### config.mk
export PLATFORM = sky130hd
export DESIGN_NAME = dae_front
export DESIGN_NICKNAME = d
export VERILOG_FILES = /design/src/sv/dae_pkg.sv /design/src/sv/dae_front.sv
export SDC_FILE = /design/constraint.sdc
export NUM_CORES = 1
export LEC_CHECK = 0
export ABC_AREA = 0
export BUFFER_PORTS_ARGS = -buffer_cell sky130_fd_sc_hd__clkbuf_2
export CAP_MARGIN = 25
export CORE_ASPECT_RATIO = 1.2
export CORE_MARGIN = 5
export CORE_UTILIZATION = 30
export DETAILED_ROUTE_END_ITERATION = 7
export GPL_TIMING_DRIVEN = 0
export PLACE_DENSITY = 0.48
export SYNTH_ARGS = -nofsm -noshare
export SYNTH_HDL_FRONTEND = slang
export SYNTH_SLANG_ARGS = --single-unit
### constraint.sdc
create_clock -name clk_i -period 9.7 [get_ports clk_i]
set_input_delay 0.485 -clock clk_i [delete_from_list [all_inputs] [get_ports clk_i]]
set_output_delay 0.485 -clock clk_i [all_outputs]
set_load 0.01 [all_outputs]
### src/sv/dae_pkg.sv
// types, constants and helper functions shared by the dihedral angle engine
package dae_pkg;

  localparam int IDX_W      = 11;
  localparam int COORD_W    = 21;
  localparam int ANGLE_W    = 17;
  localparam int CORDIC_N   = 23;
  localparam int S_TDATA_W  = 120;
  localparam int M_TDATA_W  = 24;
  localparam int M_TUSER_W  = 2;
  localparam int POINT_W    = 3 * COORD_W;

  localparam logic signed [24:0] Z_RIGHT         = 25'sd5898240;
  localparam logic signed [24:0] FULL_Z          = 25'sd11796480;
  localparam logic [16:0]        RIGHT_ANGLE_OUT = 17'd23040;

  typedef enum logic {
    CMD_WRITE = 1'b0,
    CMD_QUERY = 1'b1
  } cmd_e;

  // one queued item after classification
  typedef struct packed {
    cmd_e                      cmd;
    logic                      wr_ok;
    logic                      inv;
    logic [IDX_W-1:0]          pidx;
    logic signed [COORD_W-1:0] z;
    logic signed [COORD_W-1:0] y;
    logic signed [COORD_W-1:0] x;
    logic [IDX_W-1:0]          i1;
    logic [IDX_W-1:0]          i2;
    logic [IDX_W-1:0]          i3;
    logic [IDX_W-1:0]          i4;
  } cmd_t;

  // flags travelling alongside a query through the back end
  typedef struct packed {
    logic vld;
    logic inv;
    logic deg;
    logic neg;
  } meta_t;

  // atan(2^-i) in 2^-16 degree
  function automatic logic [22:0] atan_lut(input logic [4:0] i);
    logic [22:0] r;
    case (i)
      5'd0:    r = 23'd2949120;
      5'd1:    r = 23'd1740967;
      5'd2:    r = 23'd919879;
      5'd3:    r = 23'd466945;
      5'd4:    r = 23'd234379;
      5'd5:    r = 23'd117304;
      5'd6:    r = 23'd58666;
      5'd7:    r = 23'd29335;
      5'd8:    r = 23'd14668;
      5'd9:    r = 23'd7334;
      5'd10:   r = 23'd3667;
      5'd11:   r = 23'd1833;
      5'd12:   r = 23'd917;
      5'd13:   r = 23'd458;
      5'd14:   r = 23'd229;
      5'd15:   r = 23'd115;
      5'd16:   r = 23'd57;
      5'd17:   r = 23'd29;
      5'd18:   r = 23'd14;
      5'd19:   r = 23'd7;
      5'd20:   r = 23'd4;
      5'd21:   r = 23'd2;
      5'd22:   r = 23'd1;
      default: r = 23'd0;
    endcase
    return r;
  endfunction

  // position of the highest set bit plus one, zero for an empty word
  function automatic logic [5:0] bitlen44(input logic [43:0] v);
    logic [5:0] n;
    n = '0;
    for (int i = 0; i < 44; i++) begin
      if (v[i]) n = 6'(i + 1);
    end
    return n;
  endfunction

endpackage

### src/sv/dae_front.sv
// input side: unpacks and classifies items, holds atom count, short item queue
module dae_front #(
  parameter int MAX_POINTS = 1024
) (
  input  logic                          clk_i,
  input  logic                          rst_ni,
  input  logic                          s_axis_tvalid_i,
  output logic                          s_axis_tready_o,
  input  logic [dae_pkg::S_TDATA_W-1:0] s_axis_tdata_i,
  input  logic                          s_axis_tuser_i,
  input  logic                          cfg_we_i,
  input  logic [dae_pkg::IDX_W-1:0]     cfg_wdata_i,
  output logic                          head_valid_o,
  output dae_pkg::cmd_t                 head_o,
  input  logic                          pop_i
);
  import dae_pkg::*;

  localparam int QD = 4;
  localparam int QA = $clog2(QD);

  logic [IDX_W-1:0] atom_count_q;
  cmd_t             q_mem_q [QD];
  logic [QA-1:0]    wr_ptr_q, rd_ptr_q;
  logic [QA:0]      cnt_q, cnt_d;
  cmd_t             item;
  logic             push;

  function automatic logic idx_ok(input logic [IDX_W-1:0] idx, input logic [IDX_W-1:0] cnt);
    return (idx != '0) && (idx <= cnt) && (32'(idx) <= MAX_POINTS);
  endfunction

  always_comb begin
    item.cmd   = cmd_e'(s_axis_tuser_i);
    item.pidx  = s_axis_tdata_i[10:0];
    item.x     = $signed(s_axis_tdata_i[31:11]);
    item.y     = $signed(s_axis_tdata_i[52:32]);
    item.z     = $signed(s_axis_tdata_i[73:53]);
    item.i1    = s_axis_tdata_i[84:74];
    item.i2    = s_axis_tdata_i[95:85];
    item.i3    = s_axis_tdata_i[106:96];
    item.i4    = s_axis_tdata_i[117:107];
    item.wr_ok = (item.pidx != '0) && (32'(item.pidx) <= MAX_POINTS);
    item.inv   = !(idx_ok(item.i1, atom_count_q) && idx_ok(item.i2, atom_count_q) &&
                   idx_ok(item.i3, atom_count_q) && idx_ok(item.i4, atom_count_q));
  end

  assign s_axis_tready_o = (cnt_q != (QA+1)'(QD));
  assign push            = s_axis_tvalid_i && s_axis_tready_o;
  assign head_valid_o    = (cnt_q != '0);
  assign head_o          = q_mem_q[rd_ptr_q];

  always_comb begin
    cnt_d = cnt_q;
    if (push && !pop_i) cnt_d = cnt_q + 1'b1;
    if (!push && pop_i) cnt_d = cnt_q - 1'b1;
  end

  always_ff @(posedge clk_i or negedge rst_ni) begin
    if (!rst_ni) begin
      atom_count_q <= '0;
      wr_ptr_q     <= '0;
      rd_ptr_q     <= '0;
      cnt_q        <= '0;
    end else begin
      if (cfg_we_i) atom_count_q <= cfg_wdata_i;
      if (push) wr_ptr_q <= wr_ptr_q + 1'b1;
      if (pop_i) rd_ptr_q <= rd_ptr_q + 1'b1;
      cnt_q <= cnt_d;
    end
  end

  always_ff @(posedge clk_i) begin
    if (push) begin
      q_mem_q[wr_ptr_q] <= item;
    end
  end

endmodule

Word level (Yosys, flattened, before mapping)
Memory sizes are Yosys's and may differ from the RTL's.
Index checks and enable logic that the tools add are counted.
Storage, ports and cells
  logic and storage cells: 48
  flip-flop bits (word level): 18
  output and inout port bits: 123
  RAM bits: 484
  memories kept: 1
  bits of input ports: 137
Cells by class
  reduce and logical (&&, ||, !) cells: 25
  mux-type cells: 4
  order comparisons: 9
  add/sub/neg operators: 4
  equal/unequal tests: 1
Memories
  q_mem_q: words 4, width 121, rd ports 1, clocked after memory_dff 0, wr ports 1, line dae_front.sv:23  | cmd_t q_mem_q [QD];
Operators by type and width (number)
  11-bit less-or-equal comparator (second input constant): 5
  11-bit nonzero test: 5
  11-bit less-or-equal comparator: 4
  1-bit logical AND: 15
  3-bit two-way mux: 2
  2-bit by 1-bit adder with 2-bit output (second input constant): 2
  3-bit by 1-bit adder with 3-bit output (second input constant): 1
  1-bit logical NOT: 3
  3-bit != test (second input constant): 1
  3-bit nonzero test: 1
  3-bit by 1-bit subtractor with 3-bit output (second input constant): 1
  1-bit two-way mux: 2
  2-bit nonzero test: 1

Depth between registers and ports, before layout
Gate-level depths: netlist (run 1).
  depth in word-level cells: 7
  mapped depth: 10

Least setup slack after synthesis (run 1)
OpenSTA, ideal clock, no wires.
  path type: register to register
  start: register cnt_q[0]
  end: memory q_mem_q[1][0] (netlist name), enable pin
  slack: 5709 ps
  arrival time: 3496 ps
  cell stages (with the launch flop): 4
  required time: 9205 ps
  period minus slack after synthesis: 3991 ps
  cells stage by stage: dfrtp_1 > inv_1 > nand3_1 > and3_1
On the way
  word-level cells in the longest chain between the ends: 4
Ends and longest elaborated chain
  start, declared: line dae_front.sv:25  | logic [QA:0] cnt_q, cnt_d;
  start signal, assigned: line dae_front.sv:69  | cnt_q <= cnt_d;
  3-bit != test: line dae_front.sv:48  | assign s_axis_tready_o = (cnt_q != (QA+1)'(QD));
  net s_axis_tready_o: line dae_front.sv:8  | output logic s_axis_tready_o,
  1-bit logical AND: line dae_front.sv:49  | assign push = s_axis_tvalid_i && s_axis_tready_o;
  1-bit two-way mux: line dae_front.sv:74  | if (push) begin
  1-bit two-way mux (not written as such): line dae_front.sv:75  | q_mem_q[wr_ptr_q] <= item;
  end, declared: line dae_front.sv:23
The timed path passes the listed nets, and every way through them passes these cells.

==> metrics.csv, run 1 <==
metric,value,unit
Vias,9597,
largest family of logic cells by synthesized area,multiplexers,
gp weighted congestion,0.729,
die area,69700,sq um
DIE WIDTH,242,microns
Total GRT Usage,13.2,%
Mapped Nets,1041,
status,"finished, final reports clean",
# H-tree levels,2,
Yosys top cell by area,edfxtp_1,
CP Max Fanout,10,
final setup margin,6390,ps
setup violators final,0,
share of layout cells above drive strength 1,39.8,%
area grow syn2layout,21.5,%
Final Hold Slack,135,ps
num ports,260,
Initial Utilization,30.1,%
final hold violation count,0,
period utilization,34.1,%
sequential area share after synthesis,77.5,%
placed cells,1952,
per-cell routed wire length,22.8,microns
most frequent cell after synthesis,edfxtp_1,
Post-Route WL,46.6,mm
number of synthesized flops with an enable pin,484,
hold-fix buffers at CTS,1,
post-route ant nets,0,
Slew @ Worst Pin,762,ps
Yosys cell types,34,
most frequent cells after synthesis,"edfxtp_1, mux4_2, ha_1, inv_1",
vias per cell,4.69,
CP Data Arrival Time,2820,ps
Post-Synth Adder-Cell Area,3.27,%
Synth Register Bits,502,
critical path class,reg2out,
largest net degree at the start of global routing,51,
startpoint class of the critical path,register,
CTS Buf Count,52,
number of global-route vias before repair,10446,
Nets,1362,
Final Power,6.90,mW
Synth Cell Area,19300,sq um
initial antenna violation count,4,
CTS Root Buffer Type,clkbuf_16,
Power Density,294,nW/um^2
fillcell total,5945,
"Clk Latency, worst-skew pair",570,ps
first-pass GRT wire length,69.6,mm
Synth Area in Simple Gates,1.84,%
Layout Skew,9.88,ps
min Tclk post-route,3310,ps
post-CTS resize count,0,
setup repair bufs after CTS,0,
syn avg cell area,22.6,sq um
CTS max path bufs,3,
post-synthesis mux area share,14.2,%
IO buf count,257,
DIE HEIGHT,288,microns
Mapped Cells,854,
Synth top area share,75.2,%
CTS clock-pin slew for the worst setup and hold paths,60,ps
Worst setup EP type,primary output,
VDD IR max,0.159,mV
Rel. slew slack,49.2,%
main area contributors after synthesis,"edfxtp_1, mux4_2, ha_1",
Max Freq,0.302,GHz
drt first-iter violations,432,
Async SR Flop Fraction,3.59,%
WP data required,9220,ps
Most used DFF post-synth,edfxtp_1,
setup TNS,0,ps
Static Leakage,8.17,nW
Max Cap Viol,0,
Post-Place Setup Slack,6750,ps
XOR/XNOR Fraction of Synth Area,0.498,%
Hold Crit Class,in2reg,
Syn. warnings,0,
grt total ovfl,0,
post-detailed-placement half-perimeter wirelength,30.8,mm
CTS tree,built,
Synth Area in Compound Gates,1.51,%
RSZ-0062 raised after global routing,no,
core region area,64200,sq um
Non-Filler Instances,2048,
site row count,102,
# DRC,0,
Slew Limit Fails,0,
Sink Count,502,
1st-pass router iterations,5,
where the power goes:
group,internal [mW],switching [mW]
Clock,1.05,0.809
Combinational,0.910,1.22
Sequential,2.84,0.0778
Total,4.79,2.11
final timing paths:
path                                             startpoint                     endpoint  slack, ps  depth (start not counted)
worst min register to register         cnt_q[2]$_DFFE_PN0P_         cnt_q[2]$_DFFE_PN0P_        490                          1
max in group asynchronous                            rst_ni  atom_count_q[9]$_DFFE_PN0P_       8880                          2
worst max-delay path                rd_ptr_q[0]$_DFFE_PN0P_                   head_o[90]       6390                          5
min in group asynchronous                            rst_ni  atom_count_q[0]$_DFFE_PN0P_        440                          2
worst min-delay path                         cfg_wdata_i[3]  atom_count_q[3]$_DFFE_PN0P_        140                          3
worst max register to register  atom_count_q[8]$_DFFE_PN0P_    q_mem_q[0][118]$_DFFE_PP_       7080                          7
cell usage in the layout (no fill, tap or decap), types with 3 or more instances in the layout:
master / instances
xnor2_1: 3
clkinv_2: 7
nor2_1: 11
clkbuf_2: 257
inv_6: 3
clkbuf_1: 19
o21ai_0: 18
a21oi_1: 13
a21o_1: 4
and3_4: 4
clkinv_1: 15
a211oi_1: 5
nor3_1: 3
nand3_1: 9
mux4_2: 121
inv_1: 22
clkbuf_8: 3
buf_4: 7
clkbuf_16: 53
nand3b_1: 4
xor2_1: 8
nand4_1: 10
nand2_1: 15
ha_1: 49
edfxtp_1: 484
dfrtp_1: 18
buf_2: 14
buf_16: 8
nor4_1: 11
metal layers:
metal | GRT usage, % | part of all wire (%) | vias to the layer above
li1 | - | - | 4256
met1 | 16.5 | 41 | 5032
met2 | 22.8 | 50 | 238
met3 | 3.79 | 6.1 | 67
met4 | 3.50 | 2.3 | 4
met5 | 0 | 0.058 | -
worst max-delay path: stages (launching register included):
cell      delay, ps
dfrtp_1         320
clkbuf_1        390
buf_2           480
buf_4           340
mux4_2          540
clkbuf_2        160
area by class of cell:
| cell class | count | area [sq um] | area share, % |
|---|---|---|---|
| Inverter | 22 | 82.6 | 0.351 |
| Timing Repair Buffer | 267 | 1530 | 6.52 |
| Buffer | 30 | 156 | 0.666 |
| Antenna cell | 1 | 2.50 | 0.0107 |
| Clock inverter | 27 | 155 | 0.660 |
| Multi-Input combinational cell | 300 | 4130 | 17.6 |
| Tap cell | 832 | 1040 | 4.43 |
| Sequential cell | 502 | 15000 | 63.8 |
| Clock buffer | 67 | 1410 | 6.00 |
cell families (layout without fill, tap and decap cells):
family / Yosys count / count (layout)
other: 0 / 1
AO/OA/AOI/OAI: 48 / 48
adder cells (fa/ha/maj): 50 / 50
flip-flops: 502 / 502
XOR/XNOR: 11 / 11
AND/OR/NAND/NOR: 69 / 69
buffers and inverters: 52 / 413
multiplexers: 122 / 122
per-stage QoR:
stage / utilization [%] / area [sq um]
5_1_grt: 36.6 / 23500
3_5_place_dp: 34.1 / 21900
6_report: 36.6 / 23500
2_1_floorplan: - / 19300
4_1_cts: 36.6 / 23500
3_3_place_gp: 33.7 / 21700
registers in the layout, summed over array words and instances (netlist names):
register / flops
q_mem_q: 484
rd_ptr_q: 2
cnt_q: 3
wr_ptr_q: 2
atom_count_q: 11
Note: power is estimated with default switching activity, not from simulation.
==> run 2, diff against run 1 <==
--- a/config.mk
+++ b/config.mk
@@ -13,7 +13,7 @@
 export CORE_UTILIZATION = 30
 export DETAILED_ROUTE_END_ITERATION = 7
 export GPL_TIMING_DRIVEN = 0
-export PLACE_DENSITY = 0.48
+export PLACE_DENSITY = 0.5
 export SYNTH_ARGS = -nofsm -noshare
 export SYNTH_HDL_FRONTEND = slang
 export SYNTH_SLANG_ARGS = --single-unit
==> constraint.sdc (replaced) <==
create_clock -name clk_i -period 3 [get_ports clk_i]
set_input_delay 0.15 -clock clk_i [delete_from_list [all_inputs] [get_ports clk_i]]
set_output_delay 0.15 -clock clk_i [all_outputs]
set_load 0.01 [all_outputs]
==> metrics.csv, run 2 (synthesis gave the netlist of run 1 again) <==
metric,value,unit,change
status,"finished, final reports clean",,unchanged
Gate power share,30.9,%,about the same
CTS clock-pin slew for the worst setup and hold paths,60,ps,about the same
met1 WL,19.2,mm,was 19.3 mm
Reg2Reg Depth,7,,unchanged
setup violators final,0,,unchanged
Initial Utilization,30.1,%,unchanged
drt first-iter violations,437,,was 432
Total GRT Usage,13.4,%,was 13.2%
Non-Filler Instances,2182,,was 2048
max FFs per register,484,,unchanged
Worst setup startpoint,rd_ptr_q[0]$_DFFE_PN0P_,,unchanged
core region area,64200,sq um,unchanged
Switching Power,6.88,mW,was 2.11 mW
most frequent cells in the layout,"edfxtp_1, clkbuf_2, dlygate4sd3_1, mux4_2, clkbuf_16",,"was edfxtp_1, clkbuf_2, mux4_2, clkbuf_16, ha_1"
placed cells,1952,,unchanged
CTS tree,built,,unchanged
DIE WIDTH,242,microns,unchanged
Nets,1493,,was 1362
Reg with most FFs,q_mem_q,,unchanged
initial antenna violation count,4,,unchanged
site row count,102,,unchanged
Sw Ratio,30.3,%,was 30.5%
CP Data Arrival Time,2570,ps,was 2820 ps
Slew @ Worst Pin,775,ps,was 762 ps
Max Cap Viol,0,,unchanged
WP data required,2850,ps,was 9220 ps
Largest regs,"q_mem_q (484), atom_count_q (11), cnt_q (3)",,unchanged
Static Leakage,8.75,nW,was 8.17 nW
startpoint class of the critical path,register,,unchanged
R2R Path Start,atom_count_q[8]$_DFFE_PN0P_,,unchanged
Worst R2R Setup Slack,440,ps,was 7080 ps
share of layout cells above drive strength 1,36.3,%,was 39.8%
hold_sp,cfg_we_i,,was cfg_wdata_i[3]
die area,69700,sq um,unchanged
Final Hold Slack,74.8,ps,was 135 ps
CTS Buf Count,52,,unchanged
first-pass GRT wire length,71.3,mm,was 69.6 mm
Vias,10032,,was 9597
# H-tree levels,2,,unchanged
CTS Root Buffer Type,clkbuf_16,,unchanged
R2R Path End,q_mem_q[1][118]$_DFFE_PP_,,was q_mem_q[0][118]$_DFFE_PP_
1st-pass router iterations,4,,was 5
final hold violation count,0,,unchanged
"commonest non-fill, non-tap cell in the layout",edfxtp_1,,unchanged
number of global-route vias before repair,11031,,was 10446
largest net degree at the start of global routing,47,,was 51
Power Density,911,nW/um^2,was 294 nW/um^2
critical path class,reg2out,,unchanged
Rel. slew slack,48.3,%,was 49.2%
CTS max path bufs,3,,unchanged
Clk pwr share,27.3,%,was 26.9%
RSZ-0062 raised after global routing,no,,unchanged
worst hold stages,3,,unchanged
post-route ant nets,0,,unchanged
DIE HEIGHT,288,microns,unchanged
gp weighted congestion,0.736,,was 0.729
routed wl met3,2.77,mm,was 2.84 mm
per-cell routed wire length,21.5,microns,was 22.8 microns
Slew Limit Fails,0,,unchanged
internal power,15.8,mW,was 4.79 mW
Hold Crit Class,in2reg,,unchanged
part of the power in registers,41.8,%,was 42.2%
CP Max Fanout,10,,unchanged
fillcell total,5922,,was 5945
Max Freq,0.368,GHz,
num ports,260,,unchanged
vias per cell,4.60,,was 4.69
IO buf count,257,,unchanged
Worst setup EP type,primary output,,unchanged
Top Metal Used,met4,,was met5
VDD IR max,0.868,mV,was 0.159 mV
Sink Count,502,,unchanged
period utilization,90.6,%,
min Tclk post-route,2720,ps,
post-detailed-placement half-perimeter wirelength,30.5,mm,was 30.8 mm
Layout Skew,18.2,ps,was 9.88 ps
# DRC,0,,unchanged
worst hold endpoint,atom_count_q[4]$_DFFE_PN0P_,,was atom_count_q[3]$_DFFE_PN0P_
grt total ovfl,0,,unchanged
metal2 WL,23.7,mm,was 23.4 mm
setup TNS,0,ps,unchanged
area grow syn2layout,28.7,%,was 21.5%
Post-Route WL,46.8,mm,was 46.6 mm
"Clk Latency, worst-skew pair",580,ps,was 570 ps
run 2: cell count changes in the layout (fill, tap and decap cells not counted), sizes merged:
cell,previous run,this run
clkinvlp,1,5
diode,1,3
bufinv,1,3
clkinv,22,19
dlygate4sd3,1,134
clkbuf,332,331
inv,25,22
run 2: worst max path at each step:
stage,endpoint,slack (ps),cells after the start
after floorplan,q_mem_q[0][0]$_DFFE_PP_,380,3
after detailed placement,head_o[82],320,5
after CTS,head_o[82],60,4
final,head_o[82],280,4
after global routing,head_o[82],40,4
after global placement,q_mem_q[1][55]$_DFFE_PP_,-1110,3
run 2: layout make-up:
| class | count | area [sq um] | area share (%) |
|---|---|---|---|
| clock buffers | 68 | 1400 | 5.64 |
| repair buffers | 400 | 2860 | 11.5 |
| inverters | 22 | 82.6 | 0.332 |
| well taps | 832 | 1040 | 4.18 |
| diodes | 3 | 7.51 | 0.0302 |
| plain buffers | 28 | 153 | 0.613 |
| clock inverters | 27 | 228 | 0.915 |
| flip-flops and latches | 502 | 15000 | 60.2 |
| multi-input cells | 300 | 4130 | 16.6 |
run 2: layer usage:
layer | track usage (%) | up-vias
li1 | - | 4522
met4 | 3.50 | 0
met1 | 16.8 | 5199
met5 | 0 | -
met3 | 3.50 | 68
met2 | 23.3 | 243
run 2: worst max-delay path: stages (launching register included):
cell      delay, ps
dfrtp_1         620
buf_4           350
buf_4           310
mux4_2          540
clkbuf_2        170
run 2: power by group through the flow:
stage                     registers (mW)  logic [mW]  clock network, mW
after detailed placement            9.59        7.23                  0
after global placement              9.71        6.98                  0
after CTS                           9.50        7.35               6.43
after global routing                9.59        7.68               6.69
after floorplan                     9.56        4.11                  0
final                               9.48        7.00               6.19
run 2: stage by stage:
step	setup WS, ps	util, %	area, sq um	power, mW
floorplan	385	-	19300	13.7
global placement	-1110	33.8	21700	16.7
detailed placement	318	34.1	21900	16.8
CTS	60.1	38.8	24900	23.3
global route	36.2	38.8	24900	24.0
finish	281	38.8	24900	22.7
run 2: what timing repair did:
item | CTS | global route
endpoints found under the setup margin | 84 | 0
resized for setup | 2 | 0
hold buffers | 134 | 0
setup buffers | 0 | 0
endpoints found under the hold margin | 514 | 0
